--- src/jmsv_pkg.sv ---
// ----------------------------------------------------------------------------
// jmsv_pkg
// Shared types and constants of the JPEG marker stream validator.
// ----------------------------------------------------------------------------
package jmsv_pkg;

  // marker bytes
  localparam logic [7:0] MK_PREFIX  = 8'hff;
  localparam logic [7:0] MK_SOI     = 8'hd8;
  localparam logic [7:0] MK_EOI     = 8'hd9;
  localparam logic [7:0] MK_RST_LO  = 8'hd0;
  localparam logic [7:0] MK_RST_HI  = 8'hd7;
  localparam logic [7:0] MK_SOS     = 8'hda;
  localparam logic [7:0] MK_SOF0    = 8'hc0;
  localparam logic [7:0] MK_TEM     = 8'h01;
  localparam logic [7:0] MK_STUFF   = 8'h00;

  // fixed segment layout
  localparam logic [15:0] SOS_HDR_LEN   = 16'd6;
  localparam logic [15:0] SOF_HDR_LEN   = 16'd8;
  localparam logic [15:0] MIN_SEG_LEN   = 16'd2;
  localparam logic [7:0]  BASE_PREC     = 8'd8;

  // configuration registers
  localparam int unsigned CFG_IDX_W    = 1;
  localparam int unsigned CFG_DATA_W   = 16;
  localparam logic [CFG_IDX_W-1:0] CFG_EXP_WIDTH  = 1'b0;
  localparam logic [CFG_IDX_W-1:0] CFG_EXP_HEIGHT = 1'b1;
  localparam logic [15:0] RST_EXP_WIDTH  = 16'd800;
  localparam logic [15:0] RST_EXP_HEIGHT = 16'd480;

  // verdict codes
  typedef enum logic [1:0] {
    V_OK          = 2'd0,
    V_INVALID     = 2'd1,
    V_UNSUPPORTED = 2'd2,
    V_SIZE        = 2'd3
  } verdict_t;

  // one step of the parser: a verdict or nothing
  typedef struct packed {
    logic     fire;
    verdict_t code;
  } jmsv_result_t;

endpackage

--- src/jmsv_if.sv ---
// ----------------------------------------------------------------------------
// jmsv_if
// Valid/ready channels of the validator: byte stream in, verdicts out.
// ----------------------------------------------------------------------------
interface jmsv_byte_if;
  logic       valid;
  logic       ready;
  logic [7:0] data_byte;
  logic       last_byte;

  modport source (output valid, output data_byte, output last_byte, input ready);
  modport sink   (input valid, input data_byte, input last_byte, output ready);
endinterface

interface jmsv_verdict_if;
  logic       valid;
  logic       ready;
  logic [1:0] verdict;

  modport source (output valid, output verdict, input ready);
  modport sink   (input valid, input verdict, output ready);
endinterface

--- src/jmsv_parser.sv ---
// ----------------------------------------------------------------------------
// jmsv_parser
// Marker segment walker: state registers plus the single-byte step logic.
// ----------------------------------------------------------------------------
module jmsv_parser (
  input  logic                 clk,
  input  logic                 rst_n,
  input  logic                 in_fire,
  input  logic [7:0]           data_byte,
  input  logic                 last_byte,
  input  logic [15:0]          exp_width,
  input  logic [15:0]          exp_height,
  output jmsv_pkg::jmsv_result_t result
);
  import jmsv_pkg::*;

  typedef enum logic [2:0] {
    PH_SOI0, PH_SOI1, PH_MARK, PH_FILL, PH_LENH, PH_LENL, PH_BODY
  } phase_t;

  phase_t      phase_r, phase_nxt;
  logic [15:0] cnt_r, cnt_nxt;
  logic [15:0] size_r, size_nxt;
  logic [7:0]  marker_r, marker_nxt;
  logic        seen_r, seen_nxt;
  logic [7:0]  prec_r, prec_nxt;
  logic [15:0] height_r, height_nxt;
  logic [15:0] width_r, width_nxt;
  logic [7:0]  comp_r, comp_nxt;
  logic        given_r, given_nxt;

  jmsv_result_t step_res;
  jmsv_result_t jres;
  logic [16:0]  cnt_inc;
  logic [15:0]  len_full;

  function automatic logic is_frame(input logic [7:0] mk);
    return mk inside {[8'hc0:8'hc3], [8'hc5:8'hc7], [8'hc9:8'hcb], [8'hcd:8'hcf]};
  endfunction

  // judge a finished segment; fire low means carry on with the next marker
  function automatic jmsv_result_t judge(
    input logic [7:0]  mk,
    input logic [15:0] len,
    input logic        seen,
    input logic [7:0]  prec,
    input logic [15:0] h,
    input logic [15:0] w,
    input logic [7:0]  comp,
    input logic [15:0] ew,
    input logic [15:0] eh
  );
    logic [16:0]  sos_len;
    logic [16:0]  sof_len;
    jmsv_result_t r;
    sos_len = {1'b0, SOS_HDR_LEN} + {8'b0, comp, 1'b0};
    sof_len = {1'b0, SOF_HDR_LEN} + {9'b0, comp} + {8'b0, comp, 1'b0};
    r.fire  = 1'b1;
    r.code  = V_OK;
    if (mk == MK_SOS) begin
      if (!seen || len < SOS_HDR_LEN || comp == 8'd0 || {1'b0, len} != sos_len) begin
        r.code = V_INVALID;
      end
    end else if (is_frame(mk)) begin
      if (mk != MK_SOF0 || seen || len < SOF_HDR_LEN) begin
        r.code = V_UNSUPPORTED;
      end else if (prec != BASE_PREC || comp == 8'd0 || {1'b0, len} != sof_len) begin
        r.code = V_INVALID;
      end else if (w != ew || h != eh) begin
        r.code = V_SIZE;
      end else begin
        r.fire = 1'b0;
      end
    end else begin
      r.fire = 1'b0;
    end
    return r;
  endfunction

  assign cnt_inc  = {1'b0, cnt_r} + 17'd1;
  assign len_full = {size_r[15:8], data_byte};

  // byte step
  always_comb begin
    phase_nxt  = phase_r;
    cnt_nxt    = cnt_r;
    size_nxt   = size_r;
    marker_nxt = marker_r;
    seen_nxt   = seen_r;
    prec_nxt   = prec_r;
    height_nxt = height_r;
    width_nxt  = width_r;
    comp_nxt   = comp_r;
    given_nxt  = given_r;
    step_res   = '{fire: 1'b0, code: V_OK};
    jres       = '{fire: 1'b0, code: V_OK};

    if (!given_r) begin
      case (phase_r)
        PH_SOI0: begin
          if (data_byte != MK_PREFIX) step_res = '{fire: 1'b1, code: V_INVALID};
          else phase_nxt = PH_SOI1;
        end
        PH_SOI1: begin
          if (data_byte != MK_SOI) step_res = '{fire: 1'b1, code: V_INVALID};
          else phase_nxt = PH_MARK;
        end
        PH_MARK: begin
          if (data_byte != MK_PREFIX) step_res = '{fire: 1'b1, code: V_INVALID};
          else phase_nxt = PH_FILL;
        end
        PH_FILL: begin
          if (data_byte == MK_PREFIX) begin
            phase_nxt = PH_FILL;
          end else if (data_byte == MK_STUFF || data_byte == MK_TEM ||
                       data_byte == MK_SOI || data_byte == MK_EOI ||
                       data_byte inside {[MK_RST_LO:MK_RST_HI]}) begin
            step_res = '{fire: 1'b1, code: V_INVALID};
          end else begin
            marker_nxt = data_byte;
            prec_nxt   = 8'd0;
            height_nxt = 16'd0;
            width_nxt  = 16'd0;
            comp_nxt   = 8'd0;
            phase_nxt  = PH_LENH;
          end
        end
        PH_LENH: begin
          size_nxt  = {data_byte, 8'h00};
          phase_nxt = PH_LENL;
        end
        PH_LENL: begin
          size_nxt = len_full;
          if (len_full < MIN_SEG_LEN) begin
            step_res = '{fire: 1'b1, code: V_INVALID};
          end else begin
            cnt_nxt = MIN_SEG_LEN;
            if (len_full == MIN_SEG_LEN) begin
              jres = judge(marker_r, len_full, seen_r, prec_r, height_r, width_r,
                           comp_r, exp_width, exp_height);
              step_res = jres;
              if (!jres.fire) begin
                phase_nxt = PH_MARK;
                if (is_frame(marker_r)) seen_nxt = 1'b1;
              end
            end else begin
              phase_nxt = PH_BODY;
            end
          end
        end
        PH_BODY: begin
          // capture header fields of scan and frame segments
          if (marker_r == MK_SOS) begin
            if (cnt_r == 16'd2) comp_nxt = data_byte;
          end else if (is_frame(marker_r)) begin
            case (cnt_r)
              16'd2:   prec_nxt   = data_byte;
              16'd3:   height_nxt = {data_byte, 8'h00};
              16'd4:   height_nxt = {height_r[15:8], data_byte};
              16'd5:   width_nxt  = {data_byte, 8'h00};
              16'd6:   width_nxt  = {width_r[15:8], data_byte};
              16'd7:   comp_nxt   = data_byte;
              default: comp_nxt   = comp_r;
            endcase
          end
          if (cnt_inc >= {1'b0, size_r}) begin
            jres = judge(marker_r, size_r, seen_r, prec_nxt, height_nxt, width_nxt,
                         comp_nxt, exp_width, exp_height);
            step_res = jres;
            if (!jres.fire) begin
              phase_nxt = PH_MARK;
              if (is_frame(marker_r)) seen_nxt = 1'b1;
            end
          end else begin
            cnt_nxt = cnt_inc[15:0];
          end
        end
        default: step_res = '{fire: 1'b1, code: V_INVALID};
      endcase

      // buffer ended without a verdict
      if (!step_res.fire && last_byte) step_res = '{fire: 1'b1, code: V_INVALID};
    end

    // end of buffer: back to the start, otherwise hold off until it comes
    if (last_byte) begin
      phase_nxt  = PH_SOI0;
      cnt_nxt    = 16'd0;
      size_nxt   = 16'd0;
      marker_nxt = 8'd0;
      seen_nxt   = 1'b0;
      prec_nxt   = 8'd0;
      height_nxt = 16'd0;
      width_nxt  = 16'd0;
      comp_nxt   = 8'd0;
      given_nxt  = 1'b0;
    end else if (step_res.fire) begin
      given_nxt = 1'b1;
    end
  end

  assign result = step_res;

  // parser state
  always_ff @(posedge clk) begin
    if (!rst_n) begin
      phase_r  <= PH_SOI0;
      cnt_r    <= 16'd0;
      size_r   <= 16'd0;
      marker_r <= 8'd0;
      seen_r   <= 1'b0;
      prec_r   <= 8'd0;
      height_r <= 16'd0;
      width_r  <= 16'd0;
      comp_r   <= 8'd0;
      given_r  <= 1'b0;
    end else if (in_fire) begin
      phase_r  <= phase_nxt;
      cnt_r    <= cnt_nxt;
      size_r   <= size_nxt;
      marker_r <= marker_nxt;
      seen_r   <= seen_nxt;
      prec_r   <= prec_nxt;
      height_r <= height_nxt;
      width_r  <= width_nxt;
      comp_r   <= comp_nxt;
      given_r  <= given_nxt;
    end
  end

endmodule

--- src/jmsv_out_reg.sv ---
// ----------------------------------------------------------------------------
// jmsv_out_reg
// Result register on the verdict channel; frees up as the receiver takes it.
// ----------------------------------------------------------------------------
module jmsv_out_reg (
  input  logic                    clk,
  input  logic                    rst_n,
  input  logic                    load,
  input  jmsv_pkg::verdict_t      verdict,
  output logic                    space,
  jmsv_verdict_if.source          out_ch
);
  import jmsv_pkg::*;

  logic       valid_r, valid_nxt;
  verdict_t   verdict_r;

  // slot is free when empty or when the held verdict transfers this cycle
  assign space = !valid_r || out_ch.ready;

  always_comb begin
    valid_nxt = valid_r;
    if (load) valid_nxt = 1'b1;
    else if (out_ch.ready) valid_nxt = 1'b0;
  end

  always_ff @(posedge clk) begin
    if (!rst_n) begin
      valid_r <= 1'b0;
    end else begin
      valid_r <= valid_nxt;
    end
  end

  // payload needs no reset
  always_ff @(posedge clk) begin
    if (load) verdict_r <= verdict;
  end

  assign out_ch.valid   = valid_r;
  assign out_ch.verdict = verdict_r;

endmodule

--- src/jpeg_marker_stream_validator_unit.sv ---
// ----------------------------------------------------------------------------
// jpeg_marker_stream_validator_unit
// Checks a JPEG buffer's marker structure and baseline frame header.
// ----------------------------------------------------------------------------
// Usage:
//   in_ch takes one buffer byte per transfer, with last_byte set on the final
//   byte. Each buffer gives exactly one verdict on out_ch: ok at the first
//   valid start-of-scan, otherwise invalid, unsupported frame type or wrong
//   frame size. Bytes after the verdict are absorbed up to the final byte.
//   A verdict appears on out_ch in the cycle after the byte that decides it.
//   One byte is taken every cycle unless a waiting verdict blocks in_ch; the step
//   logic works on each byte as it transfers and writes the verdict register.
//   If the receiver stalls with a verdict held, in_ch.ready drops only while
//   that verdict is still waiting; it rises again in the cycle it transfers.
//   cfg_we with cfg_index selects expected width (0) or height (1); write
//   only while no buffer is in flight.
//   Reset (rst_n low, synchronous) restores width 800 and height 480, empties
//   the verdict register and returns the parser to expect start-of-image.
// ----------------------------------------------------------------------------
module jpeg_marker_stream_validator_unit (
  input  logic                               clk,
  input  logic                               rst_n,
  jmsv_byte_if.sink                          in_ch,
  jmsv_verdict_if.source                     out_ch,
  input  logic                               cfg_we,
  input  logic [jmsv_pkg::CFG_IDX_W-1:0]     cfg_index,
  input  logic [jmsv_pkg::CFG_DATA_W-1:0]    cfg_wdata
);
  import jmsv_pkg::*;

  logic [15:0]  exp_width_r;
  logic [15:0]  exp_height_r;
  logic         space;
  logic         in_fire;
  jmsv_result_t result;

  // configuration registers
  always_ff @(posedge clk) begin
    if (!rst_n) begin
      exp_width_r  <= RST_EXP_WIDTH;
      exp_height_r <= RST_EXP_HEIGHT;
    end else if (cfg_we) begin
      case (cfg_index)
        CFG_EXP_WIDTH:  exp_width_r  <= cfg_wdata;
        CFG_EXP_HEIGHT: exp_height_r <= cfg_wdata;
        default:        exp_width_r  <= exp_width_r;
      endcase
    end
  end

  assign in_ch.ready = space;
  assign in_fire     = in_ch.valid && space;

  jmsv_parser u_parser (
    .clk        (clk),
    .rst_n      (rst_n),
    .in_fire    (in_fire),
    .data_byte  (in_ch.data_byte),
    .last_byte  (in_ch.last_byte),
    .exp_width  (exp_width_r),
    .exp_height (exp_height_r),
    .result     (result)
  );

  jmsv_out_reg u_out_reg (
    .clk     (clk),
    .rst_n   (rst_n),
    .load    (in_fire && result.fire),
    .verdict (result.code),
    .space   (space),
    .out_ch  (out_ch)
  );

endmodule

--- src/flat_wrapper.sv ---
// flat-port wrapper written by rule: the top's interface ports become plain ports
module jpeg_marker_stream_validator_unit_flat import jmsv_pkg::*;
  (clk, rst_n, cfg_we, cfg_index, cfg_wdata, in_ch_valid, in_ch_data_byte, in_ch_last_byte, in_ch_ready, out_ch_valid, out_ch_verdict, out_ch_ready);
  jmsv_byte_if in_ch_i ();
  jmsv_verdict_if out_ch_i ();
  input  logic clk;
  input  logic rst_n;
  input  logic cfg_we;
  input  logic [jmsv_pkg::CFG_IDX_W-1:0] cfg_index;
  input  logic [jmsv_pkg::CFG_DATA_W-1:0] cfg_wdata;
  input wire logic [$bits(in_ch_i.valid)-1:0] in_ch_valid;
  input wire logic [$bits(in_ch_i.data_byte)-1:0] in_ch_data_byte;
  input wire logic [$bits(in_ch_i.last_byte)-1:0] in_ch_last_byte;
  output wire logic [$bits(in_ch_i.ready)-1:0] in_ch_ready;
  output wire logic [$bits(out_ch_i.valid)-1:0] out_ch_valid;
  output wire logic [$bits(out_ch_i.verdict)-1:0] out_ch_verdict;
  input wire logic [$bits(out_ch_i.ready)-1:0] out_ch_ready;
  assign in_ch_i.valid = in_ch_valid;
  assign in_ch_i.data_byte = in_ch_data_byte;
  assign in_ch_i.last_byte = in_ch_last_byte;
  assign in_ch_ready = in_ch_i.ready;
  assign out_ch_valid = out_ch_i.valid;
  assign out_ch_verdict = out_ch_i.verdict;
  assign out_ch_i.ready = out_ch_ready;
  jpeg_marker_stream_validator_unit u_core (.clk(clk), .rst_n(rst_n), .in_ch(in_ch_i), .out_ch(out_ch_i), .cfg_we(cfg_we), .cfg_index(cfg_index), .cfg_wdata(cfg_wdata));
endmodule
--- config.mk ---
export PLATFORM = sky130hd
export DESIGN_NAME = jpeg_marker_stream_validator_unit_flat
export DESIGN_NICKNAME = d
export VERILOG_FILES = /design/src/jmsv_pkg.sv /design/src/jmsv_if.sv /design/src/jmsv_parser.sv /design/src/jmsv_out_reg.sv /design/src/jpeg_marker_stream_validator_unit.sv /design/src/flat_wrapper.sv
export SDC_FILE = /design/constraint.sdc
export NUM_CORES = 1
export LEC_CHECK = 0
export BUFFER_PORTS_ARGS = -buffer_cell sky130_fd_sc_hd__buf_2
export CORE_ASPECT_RATIO = 1.4
export CORE_UTILIZATION = 59
export CTS_BUF_LIST = sky130_fd_sc_hd__clkbuf_8
export DETAILED_ROUTE_END_ITERATION = 8
export HOLD_SLACK_MARGIN = 0.1
export PLACE_DENSITY = 0.8
export SETUP_SLACK_MARGIN = 0.1
export SYNTH_ARGS = -nofsm -noshare
export SYNTH_HDL_FRONTEND = slang
export SYNTH_HIERARCHICAL = 1
export SYNTH_SLANG_ARGS = --single-unit
--- constraint.sdc ---
create_clock -name clk -period 5.9 [get_ports clk]
set_input_delay 0 -clock clk [delete_from_list [all_inputs] [get_ports clk]]
set_output_delay 0 -clock clk [all_outputs]
set_load 0.02 [all_outputs]
# --- Word level (Yosys, flattened, before mapping) ---
# Index checks and enable logic that the tools add are counted.
classes:
  reduce_logical: 56
  bitwise_logic: 1
  addsub: 7
  muxes: 116
  magnitude_cmp: 16
  n_eq_ne: 48
ops:
  columns: ["operator", "count"]
  rows:
  - ["$mux W16", 20]
  - ["$pmux W16 S2", 6]
  - ["$mux W8", 22]
  - ["$mux W3", 22]
  - ["$eq A16 B3 Y1 const B", 4]
  - ["$ne A16 B10 Y1", 4]
  - ["$ne A16 B16 Y1", 4]
  - ["$eq A16 B2 Y1 const B", 3]
  - ["$ge A8 B8 Y1 const B", 5]
  - ["$le A8 B8 Y1 const B", 5]
  - ["$ne A3 B3 Y1 const B", 11]
  - ["$eq A8 B8 Y1 const B", 4]
  - ["$lt A16 B3 Y1 const B", 2]
  - ["$lt A16 B4 Y1 const B", 2]
  - ["$pmux W8 S2", 2]
  - ["$mux W1", 31]
  - ["$logic_not A8 Y1", 3]
  - ["$ne A8 B8 Y1 const B", 3]
  - ["$pmux W3 S7", 1]
  - ["$add A3 B9 Y10 const A", 2]
  - ["$add A9 B9 Y10", 2]
  - ["$logic_or A1 B1 Y1", 20]
  - ["$mux W2", 10]
  - ["$add A4 B8 Y9 const A", 2]
  - ["other kinds (27)", 54]
totals:
  regBits: 128
  output_inout_bits: 4

# --- Depth between registers and ports, before layout ---
# Gate-level depths: netlist of the first run.
depth:
  depth_word: 27
  ltp_mapped: 26
  ltp_nobuf: 24

# --- Hierarchy ---
# The synthesis of the first run kept the hierarchy.
modules_own_cells:
  columns: ["module", "area_per_inst_um2", "instances", "cells_per_inst"]
  rows:
  - ["jmsv_parser", 7298.2, 1, 948]
  - ["jpeg_marker_stream_validator_unit", 1290.0, 1, 132]
  - ["jmsv_out_reg", 108.9, 1, 6]

# --- Worst setup path after synthesis of the first run ---
# Ideal clock, no wire load.
synth_path:
  path_type: "register to register"
  from: "reg u_core.u_parser.cnt_r[0]"
  to: "reg u_core.u_out_reg.verdict_r[0] (netlist: u_core/u_out_reg/out_ch.verdict[0]), enable pin"
  path_stages_with_launch: 25
  path_slack_ns: 0.395
  t_arrival_ns: 5.254
  setup_ns: 0.252
  t_required_ns: 5.648
  cell_sequence: "dfxtp_1 > inv_1 > ha_1 > clkbuf_1 > nor4b_1 > nand4_1 > o32ai_2 > buf_2 > nor2_1 > a21oi_1 > inv_1 > ha_1 > ha_1 > inv_1 > fa_1 > xnor2_1 > o211ai_1 > a211oi_1 > nand4_1 > a2111oi_0 > o211ai_1 > a2111oi_2 > a31oi_1 > o31a_1 > and3_1"
synth_lines:
  columns: ["element", "line_no", "source"]
  rows:
  - ["from (decl)", "jmsv_parser.sv:22", "logic [15:0] cnt_r, cnt_nxt;"]
  - ["from (signal assigned)", "jmsv_parser.sv:219", "cnt_r <= cnt_nxt;"]
  - ["to (signal assigned)", "jmsv_out_reg.sv:37", "if (load) verdict_r <= verdict;"]
  - ["to (decl)", "jmsv_out_reg.sv:16", "verdict_t verdict_r;"]

==> run_results.csv, run 1 <==
group,metric,value,unit
outcome,outcome,"finished, final reports clean",
setup_path,reg2reg_depth,19,
setup_path,setup.worst_path.start_class,"flip-flop",
setup_path,critical-path-max-stage-delay,450,ps
final_layout,n_antenna_cell,0,
cts,clock_tree.buffer_depth,2,
timing,fin_tns_setup,0,ps
synthesis,synth_top_flop_cell,"dfxtp_1",
synthesis,synth_seq_area_share,0.297,
detailed_routing,drt-total-wl,26000,um
placed_design,hpwl,17600,um
cts,tritoncts_buffer_count,17,
cts,clock-root-buffer,"clkbuf_8",
global_routing,groute.usage.overall,0.341,
timing,finalWorstPathRequiredPeriod,5480,ps
setup_path,cp_num_buf_inv,2,
setup_path,register_to_register_setup_slack,420,ps
setup_path,critical-path-top-cell-by-count,"ha_1",
pwr,power_per_cell_area,197,nW/um^2
setup_path,crit_arrival,5680,ps
detailed_routing,drt_drc_violations_left,0,
cts,tritoncts,"done",
timing,finalHoldViolations,0,
timing,maxClockFrequency,0.183,GHz
synthesis,yosys.area.top_type,"dfxtp_1",
timing,setup_repair_after_global_routing_missed_its_margin,"no",
synthesis,synth.ff_latch_count,128,
cts,clkTransAtPathRegs,80,ps
min_path,hold-path-endpoint,"u_core/u_parser/size_r[8]",
synthesis,postSynthCellCount,1086,
setup_path,worst_path_dominant_cell_family,"compound AO/OA/AOI/OAI gates",
min_path,holdCritPathClass,"in -> reg",
synthesis,synth_area_leaders,"dfxtp_1 29%, a22oi_1 6.5%, nor2b_1 5.0%, ha_1 4.9%, nand2_1 4.1%",
setup_path,endpoint_kind,"flip-flop",
synthesis,most_frequently_used_cell_type_in_the_post_synthesis_netlist,"dfxtp_1",
cts,cts_htree_levels,4,
floorplan,floorplan.die_area,15200,sq um
setup_path,timing_worst_setup_path_type,"reg -> reg",
placed_design,routabilityCongestion,0.999,
min_path,hold_start,"in_ch_data_byte[0]",
synthesis,synth_cell_type_count,76,
detailed_routing,viasPerCell,6.47,
setup_path,worst-path-max-fanout,17,
timing,drv_slew,0,
detailed_routing,detail-route-antenna-nets,0,
final_layout,final_net_count,1175,
synthesis,synth_fp_nets,1152,
floorplan,start_util,0.602,
placed_design,numPlacedInstances,1247,
global_routing,grt.overflow.total,0,
timing,post_route_clock_skew,13.2,ps
placed_design,port_buffers,34,
pwr,ir_drop,0.219,mV
setup_path,worst_r2r_endpoint,"u_core/u_out_reg/out_ch.verdict[0]",
setup_path,critical_path.reg2reg.startpoint,"u_core/u_parser/cnt_r[6]",
global_routing,grt_start_max_net_pins,78,
flow_run,max_cap_violations,0,
synthesis,synth.yosys.warnings,6,
floorplan,floorplan.io_pins,35,
setup_path,timing.critical_path.cells,"nor3_2, nand3_1, o32ai_2, buf_4, nand2_1, o21ai_0, ha_1, ha_1, inv_1, fa_1, xnor2_1, a211oi_1, nand4_1, a2111oi_1, o211ai_1, a2111oi_2, a31oi_1, o31a_1, and3_1",
detailed_routing,num_vias,8473,
final_layout,syn_to_final_growth,10.7,%
detailed_routing,route.detailed.wl_per_inst,19.8,um
timing,worstMarginPinSlew,1400,ps
pwr,leakage,3.63,nW
detailed_routing,detailedRoute.firstIterationViolations,696,
setup_path,worst-endpoint-required,6100,ps
final_layout,layout-drive-gt1-share,0.103,
synthesis,synth_enable_flop_cells,2,
cts,clkLatencyLatePin,450,ps
floorplan,die_span_in_x,105,um
timing,worst_slew_margin_rel,0.0625,
global_routing,grt_antenna_before_repair,0,
detailed_routing,drt-pass1-iter-count,7,
synthesis,postSynthAreaPerCell,8.01,sq um
floorplan,rows,52,
synthesis,yosys-top-cells-count,"126 x dfxtp_1, 94 x nand2_1, 75 x a22oi_1",
synthesis,synth_top_area_share,0.290,
setup_path,crit_path_top_delay_cell,"a2111oi_1",
synthesis,synth_async_sr_flop_share,0,
floorplan,core,14400,sq um
cts,tritoncts_num_sinks,128,
global_routing,grt_pass1_wl,41100,um
floorplan,floorplan.die.height,146,um
global_routing,first_global_vias,8100,
min_path,worst_hold_path.num_cells,3,
timing,setup-violations-final,0,
timing,layout_worst_path_cycle_share,0.928,
synthesis,area_of_the_mapped_netlist,8700,sq um
final_layout,final_cells,1309,
==> worst max-delay path by stage <==
stage | slack, ps | cells past startpoint | from | to
2_1_floorplan | 390 | 24 | u_core/u_parser/cnt_r[0] | u_core/u_out_reg/out_ch.verdict[0]
3_3_place_gp | 390 | 18 | u_core/u_parser/cnt_r[12] | u_core/u_out_reg/out_ch.verdict[0]
3_5_place_dp | 320 | 18 | u_core/u_parser/cnt_r[12] | u_core/u_out_reg/out_ch.verdict[1]
4_1_cts | 300 | 18 | u_core/u_parser/cnt_r[12] | u_core/u_out_reg/out_ch.verdict[0]
5_1_grt | 70 | 22 | u_core/u_parser/cnt_r[6] | u_core/u_out_reg/out_ch.valid
6_report | 420 | 19 | u_core/u_parser/cnt_r[6] | u_core/u_out_reg/out_ch.verdict[0]
==> power breakdown <==
part	total, W	internal, W	switching (W)
combinational	0.000202	0.0000761	0.000126
sequential	0.000901	0.000883	0.0000183
clock	0.000790	0.000415	0.000374
==> state kept, by name (all words and copies together) (netlist names) <==
name                             flops
u_core/u_parser/size_r              16
u_core/u_out_reg/out_ch.valid        1
u_core/u_parser/prec_r               8
u_core/u_parser/phase_r              3
u_core/u_parser/width_r             16
u_core/exp_height_r                 16
u_core/u_parser/given_r              1
u_core/u_parser/cnt_r               16
u_core/u_out_reg/out_ch.verdict      2
u_core/u_parser/marker_r             8
u_core/u_parser/comp_r               8
u_core/u_parser/height_r            16
u_core/u_parser/seen_r               1
u_core/exp_width_r                  16
==> worst reg2reg max path: stages, from the launching register on <==
cell and delay [ps]:
dfxtp_1 390, nor3_2 430, nand3_1 210, o32ai_2 340
buf_4 280, nand2_1 70, o21ai_0 200, ha_1 320
ha_1 210, inv_1 70, fa_1 420, xnor2_1 140
a211oi_1 230, nand4_1 190, a2111oi_1 450, o211ai_1 170
a2111oi_2 440, a31oi_1 200, o31a_1 270, and3_1 210
==> cell usage in the layout, fill, tap and decap left out, types with 5 or more instances in the layout <==
cell           instances
dfxtp_1              126
nand2_1               94
a22oi_1               75
nor2b_1               70
inv_1                 56
o21ai_0               51
nand3_1               44
nor2_1                43
xnor2_1               40
a21oi_1               35
ha_1                  34
buf_2                 33
dlygate4sd3_1         30
mux2i_1               30
nor3_1                30
and2_1                25
nand4_1               25
xor2_1                25
buf_4                 21
nor4_1                21
clkbuf_8              17
and3_1                14
and4_1                11
a21boi_0              11
o211ai_1               9
o21a_1                 8
a211o_1                8
a221oi_1               8
or3_1                  8
a31oi_1                8
o21ai_1                6
nand2b_1               6
nand3b_1               5
or2_2                  5
o31a_1                 5
==> repair_timing <==
action                                  4_1_cts  5_1_grt
gates resized for setup                       0        7
hold endpoints to repair                     95        0
endpoints found under the setup margin        0        4
hold buffers                                 30        0
buffers inserted                              0        2
==> metal layers <==
| layer | global-route usage | routed length [um] |
|---|---|---|
| met4 | 0.244 | 1760 |
| met2 | 0.602 | 13000 |
| met3 | 0.0546 | 1460 |
| met5 | 0 | 0 |
| met1 | 0.368 | 9770 |
==> through the flow <==
stage	area (sq um)	hold WS [ps]	utilization	power [W]	worst slack [ps]
3_5_place_dp	8880	269	0.615	0.00110	319
5_1_grt	9630	131	0.666	0.00195	70.5
3_3_place_gp	8880	260	0.615	0.00110	395
4_1_cts	9590	104	0.664	0.00189	299
2_1_floorplan	8700	142	-	0.00104	395
6_report	9630	126	0.666	0.00189	424
==> cells by family after synthesis <==
family                   after synthesis  share of synthesized area
XOR/XNOR                              65                     0.0655
flip-flops                           128                      0.297
adder cells (fa/ha/maj)               35                     0.0512
AO/OA/AOI/OAI                        267                      0.213
multiplexers                          33                     0.0384
AND/OR/NAND/NOR                      423                      0.270
buffers and inverters                135                     0.0647
==> area by class of cell <==
type,instances,area (sq um)
Timing Repair Buffer,84,623
Clock inverter,13,166
Sequential cell,128,2580
Inverter,55,206
Tap cell,189,236
Clock buffer,17,234
Fill cell,1223,4820
Multi-Input combinational cell,823,5580
No activity file was read; power rests on OpenSTA's default activity.
==> run 2, diff against run 1 <==
--- a/config.mk
+++ b/config.mk
@@ -5,13 +5,14 @@
 export SDC_FILE = /design/constraint.sdc
 export NUM_CORES = 1
 export LEC_CHECK = 0
+export ABC_AREA = 1
 export BUFFER_PORTS_ARGS = -buffer_cell sky130_fd_sc_hd__buf_2
 export CORE_ASPECT_RATIO = 1.4
 export CORE_UTILIZATION = 59
 export CTS_BUF_LIST = sky130_fd_sc_hd__clkbuf_8
 export DETAILED_ROUTE_END_ITERATION = 8
 export HOLD_SLACK_MARGIN = 0.1
-export PLACE_DENSITY = 0.8
+export PLACE_DENSITY = 0.79
 export SETUP_SLACK_MARGIN = 0.1
 export SYNTH_ARGS = -nofsm -noshare
 export SYNTH_HDL_FRONTEND = slang
==> run 2 against run 1 <==
  * Sequential share of layout area is 4.8 points lower
  * Sequential cell count stayed put
  * First-iteration DRC count increased by 28%
  * Critical path type unchanged
  * Critical endpoint is now u_core/u_out_reg/out_ch.valid
==> run_results.csv, run 2 <==
group,metric,value,unit
final_layout,fillerInstances,1607,
synthesis,synth.yosys.warnings,6,
floorplan,core,17500,sq um
setup_path,timing_worst_setup_path_type,"reg -> reg",
setup_path,crit_path_top_delay_cell,"dlygate4sd3_1",
outcome,outcome,"finished, final reports clean",
setup_path,worst-endpoint-required,6250,ps
cts,clkLatencyLatePin,460,ps
global_routing,grt.overflow.total,0,
timing,worstMarginPinSlew,1180,ps
synthesis,most_frequently_used_cell_type_in_the_post_synthesis_netlist,"nand2_1",
min_path,worst_hold_path.num_cells,5,
pwr,ir_drop,0.172,mV
timing,post_route_clock_skew,11.5,ps
final_layout,n_antenna_cell,0,
synthesis,synth_seq_area_share,0.243,
pwr,p_int,0.00148,W
detailed_routing,drt-total-wl,34300,um
timing,setup_slack,567,ps
timing,finalHoldViolations,0,
final_layout,mostFrequentLayoutCells,"583 x nand2_1, 211 x inv_1, 176 x nand3_1",
setup_path,worst_r2r_endpoint,"u_core/u_out_reg/out_ch.valid",
setup_path,endpoint_kind,"flip-flop",
placed_design,place_ws,834,ps
placed_design,routabilityCongestion,0.976,
floorplan,floorplan.die_area,18600,sq um
setup_path,setup.worst_path.start_class,"flip-flop",
cts,clock-root-buffer,"clkbuf_8",
timing,setup-violations-final,0,
timing,worst_slew_margin_rel,0.210,
synthesis,yosys-top-cells-count,"585 x nand2_1, 210 x inv_1, 176 x nand3_1",
pwr,power.share.combinational,0.144,
setup_path,reg2reg_depth,32,
global_routing,first_global_vias,10758,
floorplan,die_span_in_x,115,um
synthesis,synth_async_sr_flop_share,0,
final_layout,layout.cells.most_common,"nand2_1",
pwr,leakage,5.47,nW
setup_path,critical-path-max-stage-delay,540,ps
pwr,switching_share,0.294,
global_routing,grt_pass1_wl,54500,um
cts,tritoncts_buffer_count,17,
global_routing,grt_start_max_net_pins,65,
timing,maxClockFrequency,0.188,GHz
synthesis,postSynthAreaPerCell,6.00,sq um
detailed_routing,drt_drc_violations_left,0,
synthesis,area_of_the_mapped_netlist,10600,sq um
synthesis,synth_cell_type_count,42,
setup_path,worst-path-max-fanout,40,
detailed_routing,detailedRoute.firstIterationViolations,890,
detailed_routing,drt-pass1-iter-count,6,
synthesis,synth_top_flop_cell,"dfxtp_1",
synthesis,synth_area_leaders,"dfxtp_1 24%, nand2_1 21%, nand3_1 8.3%, inv_1 7.4%, ha_1 6.5%",
synthesis,synth.ff_latch_count,128,
setup_path,crit_arrival,5680,ps
setup_path,critical-path-top-cell-by-count,"nand2_1",
cts,cts_htree_levels,4,
final_layout,multi_input_area,6920,sq um
setup_path,register_to_register_setup_slack,570,ps
min_path,holdCritPathClass,"in -> reg",
synthesis,postSynthCellCount,1770,
floorplan,floorplan.die.height,161,um
flow_run,max_cap_violations,0,
detailed_routing,viasPerCell,5.61,
placed_design,hpwl,24500,um
timing,setup_repair_after_global_routing_missed_its_margin,"no",
detailed_routing,detail-route-antenna-nets,0,
floorplan,start_util,0.608,
final_layout,syn_to_final_growth,10.5,%
detailed_routing,num_vias,11611,
placed_design,port_buffers,34,
floorplan,floorplan.io_pins,35,
min_path,hold_start,"in_ch_data_byte[2]",
final_layout,layout.area.seq,2580,sq um
global_routing,grt_antenna_before_repair,0,
cts,clkTransAtPathRegs,80,ps
cts,clock_tree.buffer_depth,2,
pwr,power_per_cell_area,178,nW/um^2
final_layout,layout-drive-gt1-share,0.0781,
synthesis,synth_fp_nets,1858,
timing,layout_worst_path_cycle_share,0.904,
pwr,p_clk_frac,0.418,
cts,tritoncts_num_sinks,128,
synthesis,yosys.area.top_type,"dfxtp_1",
global_routing,groute.usage.overall,0.380,
pwr,power.switching,0.000616,W
min_path,hold-path-endpoint,"u_core/u_parser/width_r[10]",
detailed_routing,route.detailed.wl_per_inst,16.6,um
setup_path,critical_path.reg2reg.startpoint,"u_core/u_parser/marker_r[6]",
floorplan,rows,57,
final_layout,final_net_count,1907,
cts,tritoncts,"done",
timing,hold-worst-slack,131,ps
synthesis,synth_enable_flop_cells,2,
timing,finalWorstPathRequiredPeriod,5330,ps
timing,fin_tns_setup,0,ps
synthesis,synth_top_area_share,0.237,
timing,drv_slew,0,
pwr,power.sequential.fraction,0.438,
==> run 2: changes by cell type after synthesis, moves of 75 or more <==
cell | before | now
nand2_1 | 94 | 585
a21oi_1 | 37 | 123
inv_1 | 55 | 210
nor2_1 | 43 | 147
nand3_1 | 44 | 176
a22oi_1 | 75 | 0
==> run 2: worst max-delay path by stage <==
stage,cells after the start,end,start,slack (ps)
after global placement,29,u_core/u_out_reg/out_ch.verdict[1],u_core/u_parser/cnt_r[12],970
after global routing,34,u_core/u_out_reg/out_ch.valid,u_core/u_parser/marker_r[1],110
after detailed placement,29,u_core/u_out_reg/out_ch.verdict[0],u_core/u_parser/cnt_r[12],830
after floorplan,33,u_core/u_out_reg/out_ch.verdict[0],u_core/u_parser/cnt_r[0],1690
final,32,u_core/u_out_reg/out_ch.valid,u_core/u_parser/marker_r[6],570
after CTS,32,u_core/u_out_reg/out_ch.valid,u_core/u_parser/cnt_r[12],270
==> run 2: timing repair <==
item,4_1_cts,5_1_grt
endpoints found under the hold margin,43,0
hold buffers,42,0
setup buffers,0,2
setup endpoints to repair,0,1
gates resized for setup,0,6
==> run 2: metrics by stage <==
stage | utilization | instance area [sq um] | std cells | power [W]
3_3_place_gp | 0.619 | 10800 | 1990 | 0.00120
5_1_grt | 0.672 | 11700 | 2068 | 0.00217
3_5_place_dp | 0.619 | 10800 | 1990 | 0.00120
6_report | 0.672 | 11700 | 2068 | 0.00210
4_1_cts | 0.669 | 11700 | 2064 | 0.00209
2_1_floorplan | - | 10600 | 1770 | 0.00112
==> run 2: final cells by class <==
type | count | area share
multi-input cells | 1364 | 0.590
well taps | 236 | 0.0252
clock buffers | 19 | 0.0223
repair buffers | 84 | 0.0554
flip-flops and latches | 128 | 0.220
inverters | 224 | 0.0718
clock inverters | 13 | 0.0158
==> run 2: cell families (layout without fill, tap and decap cells) <==
kind of cell / after synthesis / count (layout) / share of synthesized area
AO/OA/AOI/OAI: 200 / 200 / 0.0988
AND/OR/NAND/NOR: 1042 / 1044 / 0.428
adder cells (fa/ha/maj): 57 / 57 / 0.0685
buffers and inverters: 280 / 340 / 0.110
XOR/XNOR: 63 / 63 / 0.0519
flip-flops: 128 / 128 / 0.243
==> run 2: metal layers <==
layer	track usage	vias to the layer above	share of wire
li1	-	5764	-
met1	0.428	5268	0.38
met2	0.664	452	0.49
met3	0.0460	127	0.057
met4	0.243	0	0.067
met5	0	-	0
==> run 2: critical path, delay by kind of cell (launching register included) <==
family | cells | cell delay (ps)
flops | 1 | 350
compound gates | 2 | 170
simple gates | 20 | 2360
buf+inv | 6 | 1200
xor+xnor | 1 | 140
fa+ha+maj | 3 | 990
==> run 2: power groups by stage <==
stage	Sequential (W)	Clock, W	Combinational [W]
2_1_floorplan	0.000930	0	0.000191
3_3_place_gp	0.000935	0	0.000265
3_5_place_dp	0.000937	0	0.000268
4_1_cts	0.000917	0.000881	0.000291
5_1_grt	0.000921	0.000919	0.000328
6_report	0.000917	0.000876	0.000302
